**config.mk**
```make
export PLATFORM = sky130hd
export DESIGN_NAME = blh_front
export DESIGN_NICKNAME = d
export VERILOG_FILES = /design/src/hw/rtl/blh_pkg.sv /design/src/hw/rtl/blh_front.sv
export SDC_FILE = /design/constraint.sdc
export NUM_CORES = 1
export LEC_CHECK = 0
export BUFFER_PORTS_ARGS = -buffer_cell sky130_fd_sc_hd__buf_2
export CAP_MARGIN = 20
export CORE_ASPECT_RATIO = 1.1
export CORE_MARGIN = 3
export CORE_UTILIZATION = 32
export CTS_CLUSTER_SIZE = 14
export DETAILED_ROUTE_END_ITERATION = 7
export GPL_TIMING_DRIVEN = 0
export SLEW_MARGIN = 30
export SYNTH_ARGS = -nofsm -noshare
export SYNTH_HDL_FRONTEND = slang
export SYNTH_SLANG_ARGS = --single-unit
```
**constraint.sdc**
```tcl
create_clock -name clock -period 7.35 [get_ports clock]
set_clock_uncertainty 0.05 [all_clocks]
set_input_delay 0.735 -clock clock [delete_from_list [all_inputs] [get_ports clock]]
set_output_delay 0.735 -clock clock [all_outputs]
set_load 0.1 [all_outputs]
```
**src/hw/rtl/blh_pkg.sv**
```systemverilog
`timescale 1ns / 1ps
// shared types and constants of the line-drawing pixel histogram
// no dependencies

package blh_pkg;

   // request opcodes
   localparam logic OP_DRAW = 1'b0;
   localparam logic OP_READ = 1'b1;

   // channel code that walks the line but counts nothing
   localparam logic [1:0] CHAN_NONE = 2'd3;
   localparam int NUM_CHAN = 3;

   // field widths fixed by the interface
   localparam int COUNT_W   = 32;
   localparam int HITS_W    = 17;
   localparam int RD_ADDR_W = 16;

   // configuration port
   localparam int CSR_INDEX_W = 2;
   localparam int CSR_DATA_W  = 9;
   localparam logic [CSR_INDEX_W-1:0] CSR_IMAGE_WIDTH  = 2'd0;
   localparam logic [CSR_INDEX_W-1:0] CSR_IMAGE_HEIGHT = 2'd1;
   localparam int RESET_DIM = 256;

   // front queue
   localparam int QUEUE_DEPTH = 2;
   localparam int QPTR_W      = 1;
   localparam int QCNT_W      = 2;

   typedef struct packed {
      logic       opcode;
      logic [1:0] channel;
      logic       sx_neg;
      logic       sy_neg;
   } cmd_ctl_type;

   typedef enum logic [2:0] {
      BK_CLEAR = 3'd0,
      BK_IDLE  = 3'd1,
      BK_DRAW  = 3'd2,
      BK_DRAIN = 3'd3,
      BK_READ  = 3'd4
   } back_state_type;

endpackage

```
**src/hw/rtl/blh_front.sv**
```systemverilog
`timescale 1ns / 1ps
// front part: accepts requests, works out line spans and step directions,
// and holds them in a two-entry queue; uses blh_pkg

module blh_front #(
   parameter int COORD_BITS = 16
) (
   input  logic                                  clock,
   input  logic                                  reset,
   input  logic                                  push,
   output logic                                  full,
   input  logic                                  req_opcode,
   input  logic signed [COORD_BITS-1:0]          req_start_x,
   input  logic signed [COORD_BITS-1:0]          req_start_y,
   input  logic signed [COORD_BITS-1:0]          req_end_x,
   input  logic signed [COORD_BITS-1:0]          req_end_y,
   input  logic [1:0]                            req_channel,
   input  logic [blh_pkg::RD_ADDR_W-1:0]         req_read_address,
   input  logic                                  clear_busy,
   output logic                                  cmd_valid,
   input  logic                                  cmd_pop,
   output blh_pkg::cmd_ctl_type                  cmd_ctl,
   output logic [COORD_BITS-1:0]                 cmd_x0,
   output logic [COORD_BITS-1:0]                 cmd_y0,
   output logic [COORD_BITS-1:0]                 cmd_x1,
   output logic [COORD_BITS-1:0]                 cmd_y1,
   output logic [COORD_BITS-1:0]                 cmd_dx,
   output logic [COORD_BITS-1:0]                 cmd_dy,
   output logic [blh_pkg::RD_ADDR_W-1:0]         cmd_addr
);

   import blh_pkg::*;

   cmd_ctl_type           q_ctl_ff  [QUEUE_DEPTH];
   logic [COORD_BITS-1:0] q_x0_ff   [QUEUE_DEPTH];
   logic [COORD_BITS-1:0] q_y0_ff   [QUEUE_DEPTH];
   logic [COORD_BITS-1:0] q_x1_ff   [QUEUE_DEPTH];
   logic [COORD_BITS-1:0] q_y1_ff   [QUEUE_DEPTH];
   logic [COORD_BITS-1:0] q_dx_ff   [QUEUE_DEPTH];
   logic [COORD_BITS-1:0] q_dy_ff   [QUEUE_DEPTH];
   logic [RD_ADDR_W-1:0]  q_addr_ff [QUEUE_DEPTH];

   logic [QPTR_W-1:0] wr_ptr_ff, wr_ptr_in;
   logic [QPTR_W-1:0] rd_ptr_ff, rd_ptr_in;
   logic [QCNT_W-1:0] cnt_ff, cnt_in;

   logic                  push_acc;
   logic [COORD_BITS:0]   diff_x, diff_y, abs_x, abs_y;
   cmd_ctl_type           ent_ctl_in;
   logic [COORD_BITS-1:0] ent_dx_in, ent_dy_in;

   // signed spans and their magnitudes
   always_comb begin
      diff_x = {req_end_x[COORD_BITS-1], req_end_x} - {req_start_x[COORD_BITS-1], req_start_x};
      diff_y = {req_end_y[COORD_BITS-1], req_end_y} - {req_start_y[COORD_BITS-1], req_start_y};
      abs_x  = diff_x[COORD_BITS] ? (~diff_x + (COORD_BITS+1)'(1)) : diff_x;
      abs_y  = diff_y[COORD_BITS] ? (~diff_y + (COORD_BITS+1)'(1)) : diff_y;
      ent_dx_in = abs_x[COORD_BITS-1:0];
      ent_dy_in = abs_y[COORD_BITS-1:0];
      ent_ctl_in.opcode  = req_opcode;
      ent_ctl_in.channel = req_channel;
      // step goes negative unless the end lies strictly beyond the start
      ent_ctl_in.sx_neg  = diff_x[COORD_BITS] || (diff_x == '0);
      ent_ctl_in.sy_neg  = diff_y[COORD_BITS] || (diff_y == '0);
   end

   assign full      = (cnt_ff == QCNT_W'(QUEUE_DEPTH)) || clear_busy;
   assign push_acc  = push && !full;
   assign cmd_valid = (cnt_ff != '0);

   always_comb begin
      wr_ptr_in = push_acc ? wr_ptr_ff + QPTR_W'(1) : wr_ptr_ff;
      rd_ptr_in = cmd_pop ? rd_ptr_ff + QPTR_W'(1) : rd_ptr_ff;
      cnt_in    = cnt_ff + QCNT_W'(push_acc) - QCNT_W'(cmd_pop);
   end

   always_ff @(posedge clock) begin
      if (reset) begin
         wr_ptr_ff <= '0;
         rd_ptr_ff <= '0;
         cnt_ff    <= '0;
      end else begin
         wr_ptr_ff <= wr_ptr_in;
         rd_ptr_ff <= rd_ptr_in;
         cnt_ff    <= cnt_in;
      end
   end

   always_ff @(posedge clock) begin
      if (push_acc) begin
         q_ctl_ff[wr_ptr_ff]  <= ent_ctl_in;
         q_x0_ff[wr_ptr_ff]   <= req_start_x;
         q_y0_ff[wr_ptr_ff]   <= req_start_y;
         q_x1_ff[wr_ptr_ff]   <= req_end_x;
         q_y1_ff[wr_ptr_ff]   <= req_end_y;
         q_dx_ff[wr_ptr_ff]   <= ent_dx_in;
         q_dy_ff[wr_ptr_ff]   <= ent_dy_in;
         q_addr_ff[wr_ptr_ff] <= req_read_address;
      end
   end

   assign cmd_ctl  = q_ctl_ff[rd_ptr_ff];
   assign cmd_x0   = q_x0_ff[rd_ptr_ff];
   assign cmd_y0   = q_y0_ff[rd_ptr_ff];
   assign cmd_x1   = q_x1_ff[rd_ptr_ff];
   assign cmd_y1   = q_y1_ff[rd_ptr_ff];
   assign cmd_dx   = q_dx_ff[rd_ptr_ff];
   assign cmd_dy   = q_dy_ff[rd_ptr_ff];
   assign cmd_addr = q_addr_ff[rd_ptr_ff];

`ifndef SYNTH
   a_pop_nonempty: assert property (@(posedge clock) disable iff (reset)
      cmd_pop |-> (cnt_ff != '0))
      else $error("front queue popped while empty");

   a_push_count: assert property (@(posedge clock) disable iff (reset)
      (push_acc && !cmd_pop) |=> (cnt_ff == $past(cnt_ff) + QCNT_W'(1)))
      else $error("front queue lost a request");
`endif

endmodule

```
==> impl_results.md, run 1 <==
* Type of element launching the critical path: flop
* Hold EP: q_addr_ff[0][4]
* Initial antenna violation count at 5
* PwrDens at 296 nW/µm²
* Sequential power share at 0.387
* Avg Inst Size Synth at 14.1 µm²
* TritonCTS buffer count at 26
* Gate power share at 0.301
* Die width at 188 µm
* WL/cell at 17.1 µm
* Post-CTS Setup Repair Bufs at 0
* RSZ-0062 raised after global routing: false
* FP Rows at 72
* Clk sinks at 239
* R2R cell count at 5
* Synth top area share at 0.606
* DP Worst Slack at 3250 ps
* NumNets Final at 1188
* Initial core utilization at 0.327
* RR Endpoint: q_y0_ff[1][3]
* Slew @ Worst Pin at 940 ps
* Setup CP Type: flop to output port
* Vias in the first global route at 7677
* CTS max path bufs at 3
* Psw at 1.51 mW
* Post-DP HPWL at 19.7 mm
* Synth Instances at 820
* Post-CTS sizing at 0
* Total track usage at 0.135
* Layout cells sized above 1 at 0.377
* Core Util, Final at 0.405
* Ys flop type: edfxtp_1
* Worst Path Max Fanout at 10
* RePlAce Congestion at 0.821
* Top achievable clock speed at 0.236 GHz
* PnR worst setup slack at 3110 ps
* Clk pin slew, worst setup/hold paths at 60 ps
* Hold Vio Cnt, Final at 0
* Area growth syn-to-layout at 23.8%
* Cell area after synthesis at 11600 µm²
* Die ar. at 38600 µm²
* Worst setup EP type: output port
* Clk_lat worst skew at 530 ps
* Critical Path AT at 3450 ps
* I/O pins at 207
* Post-synth EDFFs at 234
* Lkg Pwr at 5.40 nW
* Critical R2R Launch: cnt_ff[0]
* Sequential fraction of the synthesis area at 0.614
* Period utilisation layout at 0.576
* Total Routed Length at 26.7 mm
* Relative slew slack at 0.373
* Distinct cells, synth at 73
* Die Y at 206 µm
* CTS Hold Bufs at 0
* Largest net degree at the start of global routing at 43
* Synth async-reset ratio at 0
* Yosys warns at 0
* Hold Path Stages at 1
* WP data required at 6570 ps
* Largest cells by area after synthesis: edfxtp_1 (61%), mux2_2 (11%), ha_1 (3.9%)
* Vias per inst at 4.75
* Final ANT Viol Nets at 0
* Congestion Overflow GR at 0
* Yosys reg bits at 239
* First DRT Iteration DRCs at 380
* Total of max-cap violations at 0
* Final min period at 4240 ps
* H-tree depth at 1
* Post-Syn Nets at 946
* Setup TNS Final at 0 ps
* Pre-antenna DRT Iters at 4
* Via count at 7433
* Final Setup Violations at 0
* Clock share of power at 0.312
* TritonCTS clock tree: yes
* Max-slew violation count at 0
* Remaining DRCs at 0
* Synth area leader: edfxtp_1
* Core Footprint at 35500 µm²
* Placed instance area at 13500 µm²
* Port Buffers at 206
* Outcome: finished clean
* Reg2Reg Setup Slack at 5120 ps
* Peak VDD IR at 0.192 mV
* Hold Path Class: primary input to flop
* Power Internal at 2.74 mW
* CTS root buf: clkbuf_16
* Post-route cell area at 14400 µm²
* Min-delay src: req_read_address[4]
* Sw frac at 0.356
* First-pass GRT wire length at 41.6 mm
==> cells in the final DEF, fill, tap and decap left out, types with 8 or more instances in the layout <==
cell type / synthesis / final
o2111ai_1: 8 / 8
a21oi_1: 32 / 32
xor2_1: 14 / 14
inv_1: 49 / 49
a21o_1: 11 / 11
nor2_1: 38 / 37
nand3_1: 12 / 12
ha_1: 36 / 36
buf_2: 8 / 214
o21ai_0: 21 / 21
o211ai_1: 8 / 8
mux2_2: 117 / 117
xnor2_1: 33 / 33
clkbuf_16: 0 / 30
o21a_1: 11 / 11
clkbuf_1: 20 / 26
edfxtp_1: 234 / 234
and3_1: 12 / 11
nand2_1: 37 / 37
buf_16: 0 / 8
==> power by group through the flow <==
stage / logic [mW] / clock network (mW) / registers (mW)
3_5_place_dp: 1.29 / 0 / 1.68
6_report: 1.28 / 1.33 / 1.65
3_3_place_gp: 1.26 / 0 / 1.70
5_1_grt: 1.36 / 1.42 / 1.65
2_1_floorplan: 1.03 / 0 / 1.68
4_1_cts: 1.30 / 1.38 / 1.65
==> worst max-delay path: stages (launching register included) <==
cell,delay (ps)
dfxtp_1,310
clkbuf_1,500
clkbuf_1,770
clkbuf_1,600
mux2_2,280
buf_2,450
==> per-stage QoR <==
stage	hold WS, ps	std cells	power [mW]
after global routing	302	1563	4.43
after floorplan	430	820	2.71
after global placement	444	1507	2.95
after CTS	286	1563	4.32
final	336	1564	4.25
after detailed placement	453	1515	2.97
==> layer usage <==
layer	vias to the layer above	share of wire	global-route usage
met2	195	0.49	0.241
met5	-	0.0017	0
met3	44	0.068	0.0365
met4	8	0.023	0.0405
met1	3578	0.41	0.159
li1	3608	-	-
==> kinds of logic after synthesis <==
family / Yosys count / synth area share
and+or+nand+nor: 155 / 0.0738
muxes: 118 / 0.114
xor gates and xnor gates: 48 / 0.0369
AOI/OAI and AO/OA: 141 / 0.0887
DFF: 239 / 0.614
buffers and inverters: 81 / 0.0297
adders and majority gates: 38 / 0.0423
==> worst max path at each step <==
stage	startpoint	to	slack [ps]	cells past startpoint
CTS	flop	cmd_y0[14]	2900	5
detailed placement	req_end_x[0]	q_ctl_ff[0][1]	3250	12
finish	flop	cmd_y1[11]	3110	5
global route	flop	cmd_y1[11]	2840	5
global placement	clear_busy	q_y0_ff[0][2]	-2640	4
floorplan	clear_busy	q_addr_ff[0][0]	810	3
==> layout make-up <==
type                       count  area, µm²
antenna                        1       2.50
clock inverter                 9       80.1
tap                          481        602
clock buffer                  39        815
timing repair buffer         214       1250
fill                        3458      21100
inverter                      49        184
buffer                        32        160
multi-input combinational    500       4140
sequential                   239       7130
==> registers in the layout, indices dropped and copies added (netlist names), 2 cells and up, named ones only <==
register,cells
q_ctl_ff,10
q_x0_ff,32
q_y1_ff,32
q_y0_ff,32
q_dx_ff,32
q_addr_ff,32
cnt_ff,2
q_dy_ff,32
q_x1_ff,32
==> cells in the mapped netlist, types with 3 or more instances <==
master / count
nor2b_1: 7
or2_2: 3
edfxtp_1: 234
nor2_1: 38
buf_6: 4
and2_1: 3
a31oi_1: 3
o21ai_1: 3
inv_1: 49
o31ai_1: 4
nand3_1: 12
a21oi_1: 32
buf_2: 8
dfxtp_1: 5
clkbuf_1: 20
or3_1: 6
nand2b_1: 7
and4_1: 4
mux2_2: 117
o21a_1: 11
a211o_1: 3
o21ai_0: 21
a221oi_1: 3
a21o_1: 11
xnor2_1: 33
o211ai_1: 8
and3_1: 12
nor3_1: 6
nor3b_1: 4
a2111oi_0: 4
o2111ai_1: 8
a211oi_1: 3
ha_1: 36
nand2_1: 37
xor2_1: 14
Note: power is estimated with default switching activity, not from simulation.
==> inputs of run 2 (changes only) <==
- clock period: 7.35 -> 4.4 ns (I/O delays scaled with it)
==> run 2 against run 1 <==
Core utilization hardly changed. Global-route usage is 0.062 points higher. Design area hardly changed. Hold slack worse by 290 ps. Worst setup slack worse by 2400 ps. Non-clock buffer count stayed put. Cell count hardly changed. Sequential share of layout area hardly changed. Sequential cell count stayed put. Via count hardly changed. Combinational power is 67% higher. Critical endpoint is now cmd_y1[1]. Largest power group unchanged.
==> impl_results.md, run 2 (synthesis gave the netlist of run 1 again) <==
* Placed instance area at 13500 µm² (unchanged)
* Lkg Pwr at 5.39 nW (-0.24%)
* RSZ-0062 raised after global routing: false
* Die Y at 206 µm (unchanged)
* CTS root buf: clkbuf_16
* Psw at 2.53 mW (+67%)
* Layout cells sized above 1 at 0.380 (+0.00277)
* Final ANT Viol Nets at 0 (unchanged)
* Worst-path cell chain: clkbuf_1 > clkbuf_1 > clkbuf_1 > mux2_2 > buf_2
* Core Util, Final at 0.404 (about the same)
* Sequential power share at 0.387 (about the same)
* Sw frac at 0.355 (about the same)
* Peak VDD IR at 0.338 mV (+76%)
* Levels on crit path at 5 (unchanged)
* PwrDens at 496 nW/µm² (+67%)
* NumNets Final at 1188 (unchanged)
* TritonCTS buffer count at 26 (unchanged)
* Antenna fix cells at 0 (-1)
* Congestion Overflow GR at 0 (unchanged)
* Min Hold Slack at 50.6 ps (-286 ps)
* Met2 usage at 0.240 (-0.000522)
* Clk pin slew, worst setup/hold paths at 60 ps (about the same)
* Slowest stage delay, CP at 630 ps (-140 ps)
* Final Setup Violations at 0 (unchanged)
* Die ar. at 38600 µm² (unchanged)
* CTS max path bufs at 3 (unchanged)
* WL/cell at 17.0 µm (-0.47%)
* Gate power share at 0.301 (about the same)
* Fin cells at 1563 (-0.064%)
* Core Footprint at 35500 µm² (unchanged)
* Remaining DRCs at 0 (unchanged)
* H-tree depth at 1 (unchanged)
* Post-CTS sizing at 0 (unchanged)
* Clk_lat worst skew at 520 ps (about the same)
* Slew @ Worst Pin at 827 ps (-113 ps)
* Power Internal at 4.59 mW (+67%)
* First DRT Iteration DRCs at 286 (-25%)
* Vias per inst at 4.75 (about the same)
* Worst setup EP type: output port
* Hold Vio Cnt, Final at 0 (unchanged)
* CTS Hold Bufs at 0 (unchanged)
* Worst path most repeated cell: clkbuf_1
* Top achievable clock speed at 0.268 GHz
* Area growth syn-to-layout at 23.7% (about the same)
* Crit-path leading delay family: buffers and inverters
* Port Buffers at 206 (unchanged)
* Slowest stage cell, crit path: clkbuf_1
* Setup CP Type: flop to output port
* Buf/Inv on CP at 4 (unchanged)
* Total of max-cap violations at 0 (unchanged)
* Most common cell after layout, fill and taps aside: edfxtp_1
* Initial core utilization at 0.327 (unchanged)
* Hold Path Class: primary input to flop
* Post-route cell area at 14400 µm² (about the same)
* Largest net degree at the start of global routing at 41 (-4.7%)
* Most frequent cells in the layout: edfxtp_1 (234), buf_2 (214), mux2_2 (117)
* Critical Path AT at 3240 ps (-210 ps)
* DP Cell Count at 1515 (unchanged)
* Clock share of power at 0.313 (about the same)
* Pre-antenna DRT Iters at 5 (+1)
* Via count at 7426 (-0.094%)
* Relative slew slack at 0.434 (+0.0607)
* Post-CTS Setup Repair Bufs at 0 (unchanged)
* Clk sinks at 239 (unchanged)
* RePlAce Congestion at 0.806 (-1.9%)
* GRT Max-Usage Layer: met2
* TritonCTS clock tree: yes
* R2R cell count at 5 (unchanged)
* Vias in the first global route at 7696 (+0.25%)
* Type of element launching the critical path: flop
* Worst Path Max Fanout at 10 (unchanged)
* Total track usage at 0.135 (+0.000621)
* First-pass GRT wire length at 41.8 mm (+0.38%)
* Outcome: finished clean
* Die width at 188 µm (unchanged)
* Initial antenna violation count at 4 (-1)
* Final min period at 3730 ps
* Routing usage on met3 at 0.0397 (+0.00324)
* I/O pins at 207 (unchanged)
* Max-slew violation count at 0 (unchanged)
* FP Rows at 72 (unchanged)
* Grt met1 use at 0.157 (-0.00177)
* Hold Path Stages at 1 (unchanged)
* Period utilisation layout at 0.847
* Total Routed Length at 26.6 mm (-0.53%)
* WP data required at 3910 ps (-2660 ps)
* Post-DP HPWL at 19.7 mm (about the same)
run 2: power by group through the flow:
stage / sequential, mW / combinational [mW] / clock (mW)
floorplan: 2.80 / 1.72 / 0
global placement: 2.82 / 2.10 / 0
detailed placement: 2.80 / 2.16 / 0
CTS: 2.75 / 2.17 / 2.30
global route: 2.76 / 2.27 / 2.39
finish: 2.75 / 2.14 / 2.22
run 2: path summary, 6_finish.rpt:
check | startpoint | endpoint | slack [ps]
max reg2reg | cnt_ff[0] | q_dx_ff[1][12] | 2200
min | req_read_address[13] | q_addr_ff[1][13] | 50
max | flop | cmd_y1[1] | 670
min reg2reg | rd_ptr_ff | rd_ptr_ff | 480
run 2: area by class of cell:
class,count,area (µm²)
Buffer,32,160
Clock buffer,28,679
Clock inverter,20,208
Fill cell,3377,21100
Inverter,49,184
Multi-Input combinational cell,500,4140
Sequential cell,239,7130
Tap cell,481,602
Timing Repair Buffer,214,1250
run 2: stage by stage:
stage                     setup TNS [ps]  setup slack [ps]  power (mW)
after floorplan                        0               123        4.52
after global placement           -414200             -2060        4.92
after detailed placement               0               643        4.96
after CTS                              0               440        7.22
after global routing                   0               331        7.42
final                                  0               673        7.11
run 2: metal layers:
metal / routed length, µm / part of all wire
met3: 1970 / 0.074
met1: 10800 / 0.41
met5: 56 / 0.0021
met2: 13000 / 0.49
met4: 800 / 0.030
run 2: worst reg2reg max path: cells and delay by family, from the launching register on:
family,cells,cell delay [ps]
AOI/OAI and AO/OA,1,220
DFF,1,350
and+or+nand+nor,1,620
buffers and inverters,3,630
==> inputs of run 3 (changes only) <==
- clock period: 4.4 -> 3 ns (I/O delays scaled with it)
==> run 3 against run 2 <==
Register-to-register slack worse by 1300 ps. Die area unchanged. Sequential cell count unchanged. Hold slack better by 100 ps. Critical path depth is 5 higher. Cell count up 6.1%.
==> impl_results.md, run 3 (synthesis gave the netlist of run 1 again) <==
* First DRT Iteration DRCs at 339 (+19%)
* Multi-input logic area at 4280 µm² (+3.4%)
* Critical Path AT at 3250 ps (about the same)
* Worst setup EP type: flop
* Relative slew slack at 0.403 (-0.0311)
* Type of element launching the critical path: primary input
* Vias per inst at 4.77 (+0.33%)
* Post-route cell area at 15400 µm² (+7.3%)
* Hold Path Class: primary input to flop
* PnR worst setup slack at 47.2 ps (-626 ps)
* Clk pin slew, worst setup/hold paths at 60 ps (about the same)
* Buf/Inv on CP at 3 (-1)
* Remaining DRCs at 0 (unchanged)
* Final min period at 2950 ps
* Placed instance area at 13500 µm² (+0.24%)
* Total Routed Length at 28.2 mm (+6.2%)
* Max-slew violation count at 0 (unchanged)
* TritonCTS buffer count at 27 (+3.8%)
* Sequential cell area at 7130 µm² (about the same)
* I/O pins at 207 (unchanged)
* Most common cell after layout, fill and taps aside: edfxtp_1
* Antenna fix cells at 0 (unchanged)
* NumNets Final at 1283 (+8.0%)
* Worst Path Max Fanout at 5 (-5)
* Period utilisation layout at 0.984
* RePlAce Congestion at 0.798 (-0.92%)
* Top achievable clock speed at 0.339 GHz
* Crit-path leading delay family: compound AO/OA/AOI/OAI gates
* FP Rows at 72 (unchanged)
* Lkg Pwr at 5.84 nW (+8.4%)
* DP Worst Slack at -589 ps (-1230 ps)
* Slowest stage cell, crit path: dlygate4sd3_1
* Slowest stage delay, CP at 530 ps (-100 ps)
* PwrDens at 679 nW/µm² (+37%)
* Post-DP HPWL at 19.9 mm (+0.88%)
* Final Setup Violations at 0 (unchanged)
* Initial antenna violation count at 0 (-4)
* Slew @ Worst Pin at 873 ps (+45.4 ps)
* Die ar. at 38600 µm² (unchanged)
* Final ANT Viol Nets at 0 (unchanged)
* Most frequent cells in the layout: edfxtp_1 (234), buf_2 (212), mux2_2 (117)
* H-tree depth at 1 (unchanged)
* WL/cell at 17.0 µm (about the same)
* Clk_lat worst skew at 550 ps (+30 ps)
* Total track usage at 0.143 (+0.00719)
* Fill cells at 3343 (-1.0%)
* Vias in the first global route at 8322 (+8.1%)
* Clk sinks at 239 (unchanged)
* Pre-antenna DRT Iters at 4 (-1)
* Largest net degree at the start of global routing at 38 (-7.3%)
* First-pass GRT wire length at 44.4 mm (+6.3%)
* Setup CP Type: primary input to flop
* Hold Vio Cnt, Final at 0 (unchanged)
* Core Footprint at 35500 µm² (unchanged)
* Outcome: finished clean
* Initial core utilization at 0.327 (unchanged)
* CTS root buf: clkbuf_16
* Die width at 188 µm (unchanged)
* Congestion Overflow GR at 0 (unchanged)
* Area growth syn-to-layout at 32.7%
* Port Buffers at 206 (unchanged)
* TritonCTS clock tree: yes
* Peak VDD IR at 0.482 mV (+42%)
* WP data required at 3300 ps (-610 ps)
* Worst-path cell chain: dlygate4sd3_1 > buf_2 > ha_2 > a21o_1 > a221oi_4 > o211ai_1 > and3_1 > a311o_1 > buf_4 > o41ai_2
* Total of max-cap violations at 0 (unchanged)
* Via count at 7908 (+6.5%)
* Layout cells sized above 1 at 0.373 (-0.00719)
* RSZ-0062 raised after global routing: true
* Die Y at 206 µm (unchanged)
* CTS max path bufs at 3 (unchanged)
* Final Power at 10.5 mW (+47%)
==> run 3: worst paths after layout <==
kind                              startpoint              to  slack, ps  cells after the start
worst max-delay path            req_end_y[2]  q_ctl_ff[1][0]         50                     10
worst min-delay path                    push       wr_ptr_ff        150                      4
worst max register to register     cnt_ff[0]   q_y0_ff[0][4]        950                      7
worst min register to register     rd_ptr_ff       rd_ptr_ff        470                      2
==> run 3: tightest hold or removal path, cell delays in order <==
cell and delay [ps]:
buf_2 100, nand2_1 150, xor2_1 90, nor2_1 70
==> run 3: stage by stage <==
stage          hold slack (ps)  utilization  TNS (ps)  std cells
5_1_grt                    175        0.434      -146       1659
2_1_floorplan              322            -         0        820
3_5_place_dp               441        0.380    -17360       1517
3_3_place_gp               439        0.373   -215020       1507
4_1_cts                    110        0.428         0       1652
6_report                   153        0.434         0       1659
==> run 3: what timing repair did <==
action,CTS,global route
gates resized for setup,6,30
buffers inserted,0,8
setup endpoints to repair,102,56
endpoints found under the hold margin,171,0
hold buffers,86,0
pin swaps,0,13
gates cloned,0,0
==> run 3: final cells by class <==
| cell class | count | share of cell area |
|---|---|---|
| Tap cell | 481 | 0.0391 |
| Clock buffer | 42 | 0.0488 |
| Sequential cell | 239 | 0.463 |
| Clock inverter | 8 | 0.00512 |
| Timing Repair Buffer | 310 | 0.143 |
| Buffer | 30 | 0.0106 |
| Inverter | 49 | 0.0119 |
| Multi-Input combinational cell | 500 | 0.278 |
==> run 3: per-layer routing <==
metal  global-route usage  up-vias  part of all wire
li1                     -     3802                 -
met1                0.169     3830              0.41
met3               0.0308       49             0.058
met4               0.0437        0             0.026
met2                0.259      227              0.50
met5                    0        -                 0
==> run 3: where the power goes <==
part           internal (mW)  switching, mW  total, mW
Sequential              3.99         0.0519       4.04
Combinational          0.885           2.44       3.33
Clock                   1.81           1.28       3.09
